## config.mk

```make
export PLATFORM = sky130hd
export DESIGN_NAME = record_frame_builder_top
export DESIGN_NICKNAME = d
export VERILOG_FILES = /design/src/rtl/core/rfb_pkg.sv /design/src/rtl/core/rfb_in_reg.sv /design/src/rtl/core/rfb_encode.sv /design/src/rtl/core/rfb_serializer.sv /design/src/rtl/core/record_frame_builder_top.sv
export SDC_FILE = /design/constraint.sdc
export NUM_CORES = 1
export LEC_CHECK = 0
export ABC_AREA = 1
export BUFFER_PORTS_ARGS = -buffer_cell sky130_fd_sc_hd__buf_2
export CORE_ASPECT_RATIO = 1.25
export CORE_MARGIN = 4
export CORE_UTILIZATION = 45
export DETAILED_ROUTE_END_ITERATION = 7
export HOLD_SLACK_MARGIN = 0.08
export PLACE_DENSITY_LB_ADDON = 0.1
export SLEW_MARGIN = 15
export SYNTH_ARGS = -nofsm -noshare
export SYNTH_HDL_FRONTEND = slang
export SYNTH_HIERARCHICAL = 1
export SYNTH_SLANG_ARGS = --single-unit
```

## constraint.sdc

```tcl
create_clock -name clk -period 5.1 [get_ports clk]
set_clock_uncertainty 0.05 [all_clocks]
set_input_delay 1.02 -clock clk [delete_from_list [all_inputs] [get_ports clk]]
set_output_delay 1.02 -clock clk [all_outputs]
set_load 0.01 [all_outputs]
```

## src/rtl/core/rfb_pkg.sv

```systemverilog
// Shared types, register indexes and the quality-code table for the record frame builder.
// No dependencies; every other file in rtl/core imports this package.
`timescale 1ns / 1ps

package rfb_pkg;

	localparam int NUM_BYTES  = 13;
	localparam int CNT_W      = 4;
	localparam int HDR_BYTES  = 4;
	localparam int REC_BYTES  = 7;

	typedef logic [7:0]             byte_t;
	typedef logic [CNT_W-1:0]       bcnt_t;
	typedef byte_t [NUM_BYTES-1:0]  frame_bytes_t;

	// Configuration register indexes
	localparam logic [1:0] REG_RECORD_COUNT = 2'd0;
	localparam logic [1:0] REG_START_BYTE   = 2'd1;
	localparam logic [1:0] REG_END_BYTE     = 2'd2;

	// Configuration reset values
	localparam byte_t RST_RECORD_COUNT = 8'd1;
	localparam byte_t RST_START_BYTE   = 8'd2;
	localparam byte_t RST_END_BYTE     = 8'd3;

	// Word counts per burst shape
	localparam bcnt_t NB_MID   = 4'd7;
	localparam bcnt_t NB_LAST  = 4'd9;
	localparam bcnt_t NB_FIRST = 4'd11;
	localparam bcnt_t NB_BOTH  = 4'd13;

	// Raw quality decoding
	localparam logic [15:0] Q_MAJOR_MASK = 16'h00C0;
	localparam logic [15:0] Q_GOOD       = 16'h00C0;
	localparam logic [15:0] Q_UNCERTAIN  = 16'h0040;
	localparam logic [15:0] Q_BAD_A      = 16'h0008;
	localparam logic [15:0] Q_BAD_B      = 16'h0018;
	localparam logic [15:0] Q_BAD_C      = 16'h000C;
	localparam logic [15:0] Q_BAD_D      = 16'h0010;

	localparam byte_t CODE_GOOD      = 8'd0;
	localparam byte_t CODE_UNCERTAIN = 8'd1;
	localparam byte_t CODE_BAD_A     = 8'd2;
	localparam byte_t CODE_BAD_B     = 8'd3;
	localparam byte_t CODE_BAD_C     = 8'd4;
	localparam byte_t CODE_BAD_D     = 8'd5;
	localparam byte_t CODE_OTHER     = 8'd9;

	typedef struct packed {
		logic        [15:0] tag_id;
		logic        [15:0] raw_quality;
		logic signed [31:0] sample_value;
	} record_t;

	typedef struct packed {
		byte_t record_count;
		byte_t start_byte;
		byte_t end_byte;
	} cfg_t;

	// One record's worth of output words, first word in element 0
	typedef struct packed {
		frame_bytes_t bytes;
		bcnt_t        nbytes;
		logic         closes;
	} burst_t;

	function automatic byte_t quality_code(input logic [15:0] q);
		byte_t code;
		priority if ((q & Q_MAJOR_MASK) == Q_GOOD)      code = CODE_GOOD;
		else if ((q & Q_MAJOR_MASK) == Q_UNCERTAIN)     code = CODE_UNCERTAIN;
		else if (q == Q_BAD_A)                          code = CODE_BAD_A;
		else if (q == Q_BAD_B)                          code = CODE_BAD_B;
		else if (q == Q_BAD_C)                          code = CODE_BAD_C;
		else if (q == Q_BAD_D)                          code = CODE_BAD_D;
		else                                            code = CODE_OTHER;
		return code;
	endfunction

endpackage

```

## src/rtl/core/rfb_in_reg.sv

```systemverilog
// Input holding register for the record frame builder.
// Depends on rfb_pkg (record_t).
`timescale 1ns / 1ps

module rfb_in_reg (
	input  logic            clk,
	input  logic            arst_n,
	input  logic            in_valid,
	output logic            in_stall,
	input  rfb_pkg::record_t rec_in,
	input  logic            take,
	output logic            full,
	output rfb_pkg::record_t rec_out
);
	import rfb_pkg::*;

	logic    full_q;
	record_t rec_q;
	logic    accept;

	// Refill in the same cycle the held word moves on
	assign in_stall = full_q & ~take;
	assign accept   = in_valid & ~in_stall;

	always_ff @(posedge clk or negedge arst_n) begin
		if (!arst_n) begin
			full_q <= 1'b0;
		end else begin
			full_q <= accept | (full_q & ~take);
		end
	end

	always_ff @(posedge clk) begin
		if (accept) begin
			rec_q <= rec_in;
		end
	end

	assign full    = full_q;
	assign rec_out = rec_q;

endmodule

```

## src/rtl/core/rfb_encode.sv

```systemverilog
// Frame encoder: turns one record into its burst of frame words and keeps the
// per-frame record count and running checksum. Depends on rfb_pkg.
`timescale 1ns / 1ps

module rfb_encode (
	input  logic             clk,
	input  logic             arst_n,
	input  logic             load,
	input  rfb_pkg::record_t rec,
	input  rfb_pkg::cfg_t    cfg,
	output rfb_pkg::burst_t  burst
);
	import rfb_pkg::*;

	byte_t        records_done_q;
	byte_t        running_xor_q;
	byte_t        count;
	logic [15:0]  len;
	logic         first;
	logic         closes;
	byte_t        hdr [HDR_BYTES];
	byte_t        rb  [REC_BYTES];
	byte_t        xsum;
	frame_bytes_t bytes;

	always_comb begin
		count  = (cfg.record_count == 8'd0) ? 8'd1 : cfg.record_count;
		// 1 + 7*count as (count << 3) - count
		len    = 16'd1 + {5'd0, count, 3'd0} - {8'd0, count};
		first  = (records_done_q == 8'd0);
		closes = ({1'b0, records_done_q} + 9'd1) >= {1'b0, count};

		hdr[0] = cfg.start_byte;
		hdr[1] = len[7:0];
		hdr[2] = len[15:8];
		hdr[3] = count;

		rb[0] = rec.tag_id[7:0];
		rb[1] = rec.tag_id[15:8];
		rb[2] = quality_code(rec.raw_quality);
		rb[3] = rec.sample_value[7:0];
		rb[4] = rec.sample_value[15:8];
		rb[5] = rec.sample_value[23:16];
		rb[6] = rec.sample_value[31:24];

		// Start marker stays out of the checksum
		xsum = first ? (hdr[1] ^ hdr[2] ^ hdr[3]) : running_xor_q;
		for (int i = 0; i < REC_BYTES; i++) begin
			xsum = xsum ^ rb[i];
		end

		bytes = '0;
		if (first) begin
			for (int i = 0; i < HDR_BYTES; i++) begin
				bytes[i] = hdr[i];
			end
			for (int i = 0; i < REC_BYTES; i++) begin
				bytes[HDR_BYTES + i] = rb[i];
			end
			if (closes) begin
				bytes[HDR_BYTES + REC_BYTES]     = xsum;
				bytes[HDR_BYTES + REC_BYTES + 1] = cfg.end_byte;
			end
		end else begin
			for (int i = 0; i < REC_BYTES; i++) begin
				bytes[i] = rb[i];
			end
			if (closes) begin
				bytes[REC_BYTES]     = xsum;
				bytes[REC_BYTES + 1] = cfg.end_byte;
			end
		end

		burst.bytes  = bytes;
		burst.closes = closes;
		unique case ({first, closes})
			2'b00:   burst.nbytes = NB_MID;
			2'b01:   burst.nbytes = NB_LAST;
			2'b10:   burst.nbytes = NB_FIRST;
			default: burst.nbytes = NB_BOTH;
		endcase
	end

	always_ff @(posedge clk or negedge arst_n) begin
		if (!arst_n) begin
			records_done_q <= 8'd0;
			running_xor_q  <= 8'd0;
		end else if (load) begin
			records_done_q <= closes ? 8'd0 : records_done_q + 8'd1;
			running_xor_q  <= closes ? 8'd0 : xsum;
		end
	end

endmodule

```

## src/rtl/core/rfb_serializer.sv

```systemverilog
// Output serializer: holds one burst and shifts it out one word per cycle
// while out_stall is low. Depends on rfb_pkg (burst_t, frame_bytes_t).
`timescale 1ns / 1ps

module rfb_serializer (
	input  logic            clk,
	input  logic            arst_n,
	input  logic            load,
	input  rfb_pkg::burst_t burst,
	output logic            free,
	output logic            out_valid,
	input  logic            out_stall,
	output logic [7:0]      frame_byte,
	output logic            frame_end
);
	import rfb_pkg::*;

	bcnt_t        cnt_q;
	frame_bytes_t bytes_q;
	logic         closes_q;
	logic         take;

	assign take       = (cnt_q != '0) & ~out_stall;
	assign free       = (cnt_q == '0) | ((cnt_q == bcnt_t'(1)) & take);
	assign out_valid  = (cnt_q != '0);
	assign frame_byte = bytes_q[0];
	assign frame_end  = closes_q & (cnt_q == bcnt_t'(1));

	always_ff @(posedge clk or negedge arst_n) begin
		if (!arst_n) begin
			cnt_q <= '0;
		end else if (load) begin
			cnt_q <= burst.nbytes;
		end else if (take) begin
			cnt_q <= cnt_q - bcnt_t'(1);
		end
	end

	always_ff @(posedge clk) begin
		if (load) begin
			bytes_q  <= burst.bytes;
			closes_q <= burst.closes;
		end else if (take) begin
			for (int i = 0; i < NUM_BYTES - 1; i++) begin
				bytes_q[i] <= bytes_q[i + 1];
			end
		end
	end

endmodule

```

## src/rtl/core/record_frame_builder_top.sv

```systemverilog
// Top level of the record frame builder: configuration registers, input holding
// register, frame encoder and output serializer. Depends on rfb_pkg, rfb_in_reg,
// rfb_encode and rfb_serializer.
//
// Usage:
//   Input channel (in_valid / in_stall) carries one record per word: tag_id,
//   raw_quality and sample_value. Output channel (out_valid / out_stall)
//   carries the frame one byte per word in frame_byte; frame_end marks the end
//   marker. The first record of a frame is preceded by the start marker, the
//   little-endian length 1 + 7*count and the count; the record that completes
//   the frame is followed by the XOR checksum and the end marker.
//   With the serializer empty, a taken record passes from the input holding
//   register into the serializer, which then presents its first byte.
//   The serializer sends one byte per cycle while out_stall is low; a record's
//   burst is 7 bytes in mid-frame, 11 when it opens a frame, 9 when it closes
//   one and 13 when it does both. The input register takes the next record
//   while the current burst is still shifting out.
//   Reset clears the frame state (no frame open, checksum zero), empties both
//   registers and sets record_count = 1, start_byte = 2, end_byte = 3.
//   When the receiver stalls, the current byte holds and the input side
//   stalls once its holding register is full. Configuration (cfg_we / cfg_index /
//   cfg_data) must be written only while idle; the block does not enforce it.
`timescale 1ns / 1ps

module record_frame_builder_top (
	input  logic               clk,
	input  logic               arst_n,
	// configuration write port
	input  logic               cfg_we,
	input  logic [1:0]         cfg_index,
	input  logic [7:0]         cfg_data,
	// record input
	input  logic               in_valid,
	output logic               in_stall,
	input  logic [15:0]        tag_id,
	input  logic [15:0]        raw_quality,
	input  logic signed [31:0] sample_value,
	// frame byte output
	output logic               out_valid,
	input  logic               out_stall,
	output logic [7:0]         frame_byte,
	output logic               frame_end
);
	import rfb_pkg::*;

	cfg_t    cfg_q;
	record_t rec_in;
	record_t rec_held;
	burst_t  burst;
	logic    in_full;
	logic    ser_free;
	logic    load;

	// Configuration registers; writes to an unused index are dropped
	always_ff @(posedge clk or negedge arst_n) begin
		if (!arst_n) begin
			cfg_q.record_count <= RST_RECORD_COUNT;
			cfg_q.start_byte   <= RST_START_BYTE;
			cfg_q.end_byte     <= RST_END_BYTE;
		end else if (cfg_we) begin
			unique case (cfg_index)
				REG_RECORD_COUNT: cfg_q.record_count <= cfg_data;
				REG_START_BYTE:   cfg_q.start_byte   <= cfg_data;
				REG_END_BYTE:     cfg_q.end_byte     <= cfg_data;
				default: ;
			endcase
		end
	end

	assign rec_in.tag_id       = tag_id;
	assign rec_in.raw_quality  = raw_quality;
	assign rec_in.sample_value = sample_value;

	// Advance a held record once the serializer is empty or its last byte is leaving
	assign load = in_full & ser_free;

	rfb_in_reg u_in_reg (
		.clk      (clk),
		.arst_n   (arst_n),
		.in_valid (in_valid),
		.in_stall (in_stall),
		.rec_in   (rec_in),
		.take     (load),
		.full     (in_full),
		.rec_out  (rec_held)
	);

	rfb_encode u_encode (
		.clk    (clk),
		.arst_n (arst_n),
		.load   (load),
		.rec    (rec_held),
		.cfg    (cfg_q),
		.burst  (burst)
	);

	rfb_serializer u_serializer (
		.clk        (clk),
		.arst_n     (arst_n),
		.load       (load),
		.burst      (burst),
		.free       (ser_free),
		.out_valid  (out_valid),
		.out_stall  (out_stall),
		.frame_byte (frame_byte),
		.frame_end  (frame_end)
	);

	// A loaded burst always has one of the four legal shapes
	a_burst_shape: assert property (@(posedge clk) disable iff (!arst_n)
		load |-> (burst.nbytes == NB_MID || burst.nbytes == NB_LAST ||
			burst.nbytes == NB_FIRST || burst.nbytes == NB_BOTH))
		else $error("burst length not 7, 9, 11 or 13");

	// A load is always followed by a byte on the output
	a_load_shows: assert property (@(posedge clk) disable iff (!arst_n)
		load |=> out_valid)
		else $error("loaded burst not presented");

	// Input side stalls only while a record is held
	a_stall_full: assert property (@(posedge clk) disable iff (!arst_n)
		in_stall |-> in_full)
		else $error("input stalled with empty holding register");

	// End marker comes only from a burst that closes a frame, and only as its last byte
	a_end_last: assert property (@(posedge clk) disable iff (!arst_n)
		(out_valid && frame_end && !out_stall && !load) |=> !out_valid)
		else $error("bytes remain after end marker");

endmodule
```

=== After elaboration in Yosys (flattened, before gate mapping) ===
Cells that the tools add are included.

* Register bits after elaboration: 214
* Bits in latches: 0
* Memory bits (writable): 0
* Bits in read-only memories: 0
* Output and inout bits: 11
* Logic and storage cells: 89
* Memories kept: 0

* $add $sub $neg: 5
* Multiply operators: 0
* Div/mod/pow operators: 0
* Order comparisons: 1
* Equality and inequality tests: 11
* Shift operators: 0
* Muxes and demuxes: 18
* Bitwise logic cells: 20
* Reduce and logical (&&, ||, !) cells: 10

{| class="wikitable"
|+ Operators with widths
! operator !! number
|-
| 96-bit 2-to-1 mux || 2
|-
| 72-bit 2-to-1 mux || 1
|-
| 8-bit 2-to-1 mux || 9
|-
| 8-bit XOR || 9
|-
| 16-bit by 4-bit equality test with 1-bit output, second input constant || 2
|-
| 16-bit by 5-bit equality test with 1-bit output, second input constant || 2
|-
| 24-bit 2-to-1 mux || 1
|-
| 8-bit zero test || 2
|-
| 16-bit 2-to-1 mux || 1
|-
| 16-bit by 8-bit subtractor with 16-bit output || 1
|-
| 1-bit by 11-bit adder with 12-bit output, first input constant || 1
|-
| 4-bit 2-to-1 mux || 3
|-
| 4-bit one-hot mux with 3 select lines || 1
|-
| 8-bit by 1-bit adder with 9-bit output, second input constant || 1
|-
| 9-bit by 8-bit greater-or-equal comparator with 1-bit output || 1
|-
| 8-bit by 1-bit adder with 8-bit output, second input constant || 1
|-
| 1-bit bitwise AND || 6
|-
| 2-bit by 1-bit equality test with 1-bit output, second input constant || 3
|-
| 2-bit equality test, second input constant || 3
|-
| 2-bit AND reduction || 3
|-
| 4-bit by 1-bit equality test with 1-bit output, second input constant || 1
|-
| 2-bit zero test || 2
|-
| 4-bit zero test || 1
|-
| 4-bit nonzero test || 1
|-
| other kinds (4) || 7
|}

=== Depth between registers and ports, before layout ===
* Depth after elaboration: 17
* Gate-level depth with buffers: 24

=== Modules after synthesis ===
The synthesis kept the hierarchy.

{| class="wikitable"
|+ Modules (own cells, without submodules)
! module !! instances !! cells an instance !! area an instance (sq um) !! sequential area each (sq um)
|-
| rfb_serializer || 1 || 475 || 4813.4 || 3253.1
|-
| rfb_encode || 1 || 612 || 3465.8 || 400.4
|-
| rfb_in_reg || 1 || 71 || 1979.4 || 1946.9
|-
| record_frame_builder_top || 1 || 109 || 1063.5 || 605.6
|}

=== Worst setup path after synthesis ===
Ideal clock, no wire load.

* Path type: input to register
* Start point: input out_stall
* End point: register u_in_reg.rec_q, in the netlist u_in_reg/rec_out[0] (enable)
* Setup time: 0.444 ns
* Arrival: 3.460 ns
* Required time: 4.606 ns
* Path slack: 1.145 ns
* Cell stages on the path: 5
* Cells stage by stage: o21ai_0 -> nand2_1 -> inv_1 -> inv_2 -> a21oi_2

* Word-level cells in the longest chain between the ends: 9

{| class="wikitable"
|+ Ends and longest elaborated chain
! what !! line !! source
|-
| start, declared || record_frame_builder_top.sv:40 || <nowiki>input logic out_stall,</nowiki>
|-
| 1-bit inverter || rfb_serializer.sv:23 || <nowiki>assign take = (cnt_q != '0) & ~out_stall;</nowiki>
|-
| 1-bit bitwise AND || rfb_serializer.sv:23 ||
|-
| 1-bit bitwise AND || rfb_serializer.sv:24 || <nowiki>assign free = (cnt_q == '0) | ((cnt_q == bcnt_t'(1)) & take);</nowiki>
|-
| 1-bit OR || rfb_serializer.sv:24 ||
|-
| 1-bit bitwise AND || record_frame_builder_top.sv:75 || <nowiki>assign load = in_full & ser_free;</nowiki>
|-
| named net load || record_frame_builder_top.sv:52 || <nowiki>logic load;</nowiki>
|-
| 1-bit inverter || rfb_in_reg.sv:22 || <nowiki>assign in_stall = full_q & ~take;</nowiki>
|-
| 1-bit bitwise AND || rfb_in_reg.sv:22 ||
|-
| 1-bit inverter || rfb_in_reg.sv:23 || <nowiki>assign accept = in_valid & ~in_stall;</nowiki>
|-
| 1-bit bitwise AND || rfb_in_reg.sv:23 ||
|-
| named net u_in_reg.accept || rfb_in_reg.sv:19 || <nowiki>logic accept;</nowiki>
|-
| end signal, assigned || rfb_in_reg.sv:35 || <nowiki>rec_q <= rec_in;</nowiki>
|-
| end, declared || rfb_in_reg.sv:18 || <nowiki>record_t rec_q;</nowiki>
|}

The timed path passes the listed nets, and every way through them passes these cells.
A chain may end at the register's enable or synchronous reset.

==> results by group <==
STA
  – Final Max Tran Viols: 0
  – Tightest Pin Transition: 1120 ps
  – Final min period: 3390 ps
  – Final period util: 66.5%
  – Final setup TNS: 0 ps
  – Slew HR: 25.2%
  – Setup WS post-layout: 1710 ps
  – Final Hold Fails: 0
  – FMAX: 295 MHz
  – Setup-failing EPs final: 0
  – Unrepaired setup endpoints after global routing: no

Synth
  – Sequential cell area fraction in the yosys report: 54.8%
  – Top cells by area, synth: edfxtp_1 45%, nand2_1 18%, dfrtp_1 9.1%, inv_1 2.7%, nand3_1 2.3%
  – Post-synthesis cell count: 1267
  – Post-synth ARST share: 21.0%
  – Synth cell types: 45
  – Yosys top cell by area: edfxtp_1
  – Top cells by count, synth: 558 x nand2_1, 169 x edfxtp_1, 82 x inv_1, 60 x nor2_1, 52 x nand3_1
  – Most common cell in the netlist: nand2_1
  – Synth warn: 6
  – Area fraction of the dominant cell type after synthesis: 44.8%
  – Number of flops mapped to enable cells by yosys: 169
  – Top FF cell, synth: edfxtp_1
  – Syn Nets: 1366
  – Mean post-synth cell area: 8.94 sq um
  – Synth Register Bits: 214
  – Synthesized area: 11300 sq um

Drt
  – Via count: 8410
  – DRT iter0 DRCs: 532
  – Drt drc: 0
  – Via density: 5.01
  – Post-DRT Antenna Nets: 0
  – First drt pass iteration count: 5
  – Routed WL: 28.7 mm
  – WL per Instance: 17.1 um

Placement
  – HPWL Detailed: 19.9 mm
  – Post-place setup slack: 1730 ps
  – Inst Count DP: 1633
  – Gp weighted congestion: 0.844
  – IO Port Bufs: 89

Layout
  – Filler instances: 2427
  – Post-Layout Cell Count: 1677
  – Layout cell share with drive strength beyond 1: 15.1%
  – Area of the multi-input gates: 4330 sq um
  – Register area: 6210 sq um
  – Diode count: 0
  – Final Net Count: 1428
  – Syn-to-layout area delta: 11.2%
  – Post-layout util: 51.0%

Power and ir drop
  – Power Density: 692 nW/um^2
  – Static leakage: 5.78 nW
  – Max IR drop VDD: 0.300 mV

Setup path
  – Worst setup EP type: flip-flop
  – CP arrival: 3780 ps
  – CP Class: flip-flop to flip-flop
  – CP Data Required Time: 5490 ps
  – Worst-path maximum fanout: 27
  – Type of origin of the critical path: flip-flop

Clock tree
  – Post-CTS sizing: 0
  – Clk_lat worst skew: 520 ps
  – CTS Hold Buffers Added: 0
  – Clock slew at reported path FFs: 60 ps
  – H-tree levels: 1
  – Worst-case clock buffer depth: 3
  – Post-CTS Setup Inserts: 0
  – CTS root buf: clkbuf_16
  – Clk sink count: 214
  – CTS tree: done
  – Cts bufs inserted: 24

Floorplan
  – Core Region: 24700 sq um
  – Starting Density: 45.9%
  – Ports: 90
  – Die width: 150 um
  – Die ar.: 27800 sq um
  – Row count: 64
  – Die Y: 185 um

Global route
  – Vias in the first global route: 8155
  – Initial antenna violation count: 0
  – Largest net degree at the start of global routing: 102
  – GRT Util Overall: 20.8%
  – Global-route wire length before repair: 44.9 mm
  – Total grt overflow: 0

Run status
  – Outcome: finished clean

Job
  – Max Cap Viol: 0

Worst hold path
  – Hold Crit Class: flip-flop to flip-flop
## per-layer routing
metal  global-route usage [%]  part of all wire, %
met1                     26.8                   43
met2                     36.9                   51
met3                     2.45                  4.4
met4                     5.86                  2.3
met5                        0                    0
## sequential cells by signal (all words and copies together) (netlist names)
signal	flops
u_serializer/closes_q	1
u_serializer/cnt_q	4
u_serializer/bytes_q	96
u_in_reg/full	1
u_in_reg/rec_out	64
cfg_q	24
u_encode/records_done_q	8
u_serializer/frame_byte	8
u_encode/running_xor_q	8
## final cells by class
cell class | instances | share of cell area (%)
Clock buffer | 28 | 5.06
Clock inverter | 16 | 0.895
Inverter | 92 | 2.77
Multi-Input combinational cell | 895 | 34.4
Sequential cell | 214 | 49.3
Tap cell | 330 | 3.28
Timing Repair Buffer | 102 | 4.31
## cell families (layout without fill, tap and decap cells)
family	count (synthesis)	after routing	synth area share, %
and+or+nand+nor	745	745	27.8
AOI/OAI and AO/OA	79	79	3.99
DFF	214	214	54.8
other	1	1	0.0331
buffers and inverters	158	238	7.11
xor gates and xnor gates	50	50	4.00
adders and majority gates	20	20	2.21
## power breakdown
group	total [mW]	leakage (nW)	switching [mW]	internal (mW)
Clock	1.65	0.358	0.702	0.945
Combinational	3.74	3.22	2.63	1.11
Sequential	3.32	2.20	0.360	2.96
Total	8.71	5.78	3.70	5.01
## cells in the final DEF (no fill, tap or decap), types with 3 or more instances in the layout
master | netlist | final
o22ai_1 | 3 | 3
dfstp_2 | 4 | 4
o21ai_0 | 48 | 48
inv_1 | 82 | 81
clkbuf_16 | 0 | 25
inv_2 | 8 | 9
xnor2_1 | 25 | 25
nand4_1 | 26 | 26
nand2_2 | 14 | 14
buf_2 | 23 | 89
nand3b_1 | 5 | 5
nor2_2 | 7 | 7
clkinvlp_4 | 0 | 4
nor2_1 | 60 | 60
nor3_1 | 4 | 4
buf_4 | 15 | 13
dfrtp_1 | 41 | 41
clkinv_2 | 0 | 6
nand3_1 | 52 | 52
nand2_1 | 558 | 557
clkinv_1 | 1 | 5
nand3_4 | 3 | 3
nand2_4 | 3 | 4
clkbuf_1 | 11 | 3
ha_1 | 20 | 20
a21oi_1 | 7 | 7
o21ai_2 | 4 | 4
xor2_1 | 23 | 23
edfxtp_1 | 169 | 169
o21ai_1 | 7 | 7
nand3_2 | 9 | 9
## per-stage QoR
step / hold WS, ps / power (mW) / cell area (sq um)
finish: 418 / 8.71 / 12600
global route: 426 / 9.40 / 12600
CTS: 423 / 8.80 / 12600
detailed placement: 411 / 7.11 / 11800
global placement: 407 / 7.06 / 11800
floorplan: 392 / 6.17 / 11300
## worst max-delay path: stages, from the launching register on
cell and delay, ps:
dfrtp_1 440, nor2_1 110, inv_1 60, nor2_1 320, a41oi_1 160, inv_1 150, ha_1 240, nand3_1 70
o211ai_1 80, nand3_1 70, nand2_1 50, nand3_1 60, nand2_1 70, nand2_1 60, nand2_1 40, buf_4 220
nor2_1 560, buf_4 270, inv_1 80, o21ai_0 130
## final timing paths
kind                       cells past startpoint  slack, ps       from                    endpoint
max                                           19       1710  cfg_q[22]  u_encode/records_done_q[4]
max in group asynchronous                      2       3980     arst_n                   cfg_q[19]
min reg2reg                                    2        420   cfg_q[9]                    cfg_q[9]
min in group asynchronous                      2        570     arst_n   u_encode/running_xor_q[4]
max reg2reg                                   19       1710  cfg_q[22]  u_encode/records_done_q[4]
min                                            2        420   cfg_q[9]                    cfg_q[9]
No activity file was read; power rests on OpenSTA's default activity.
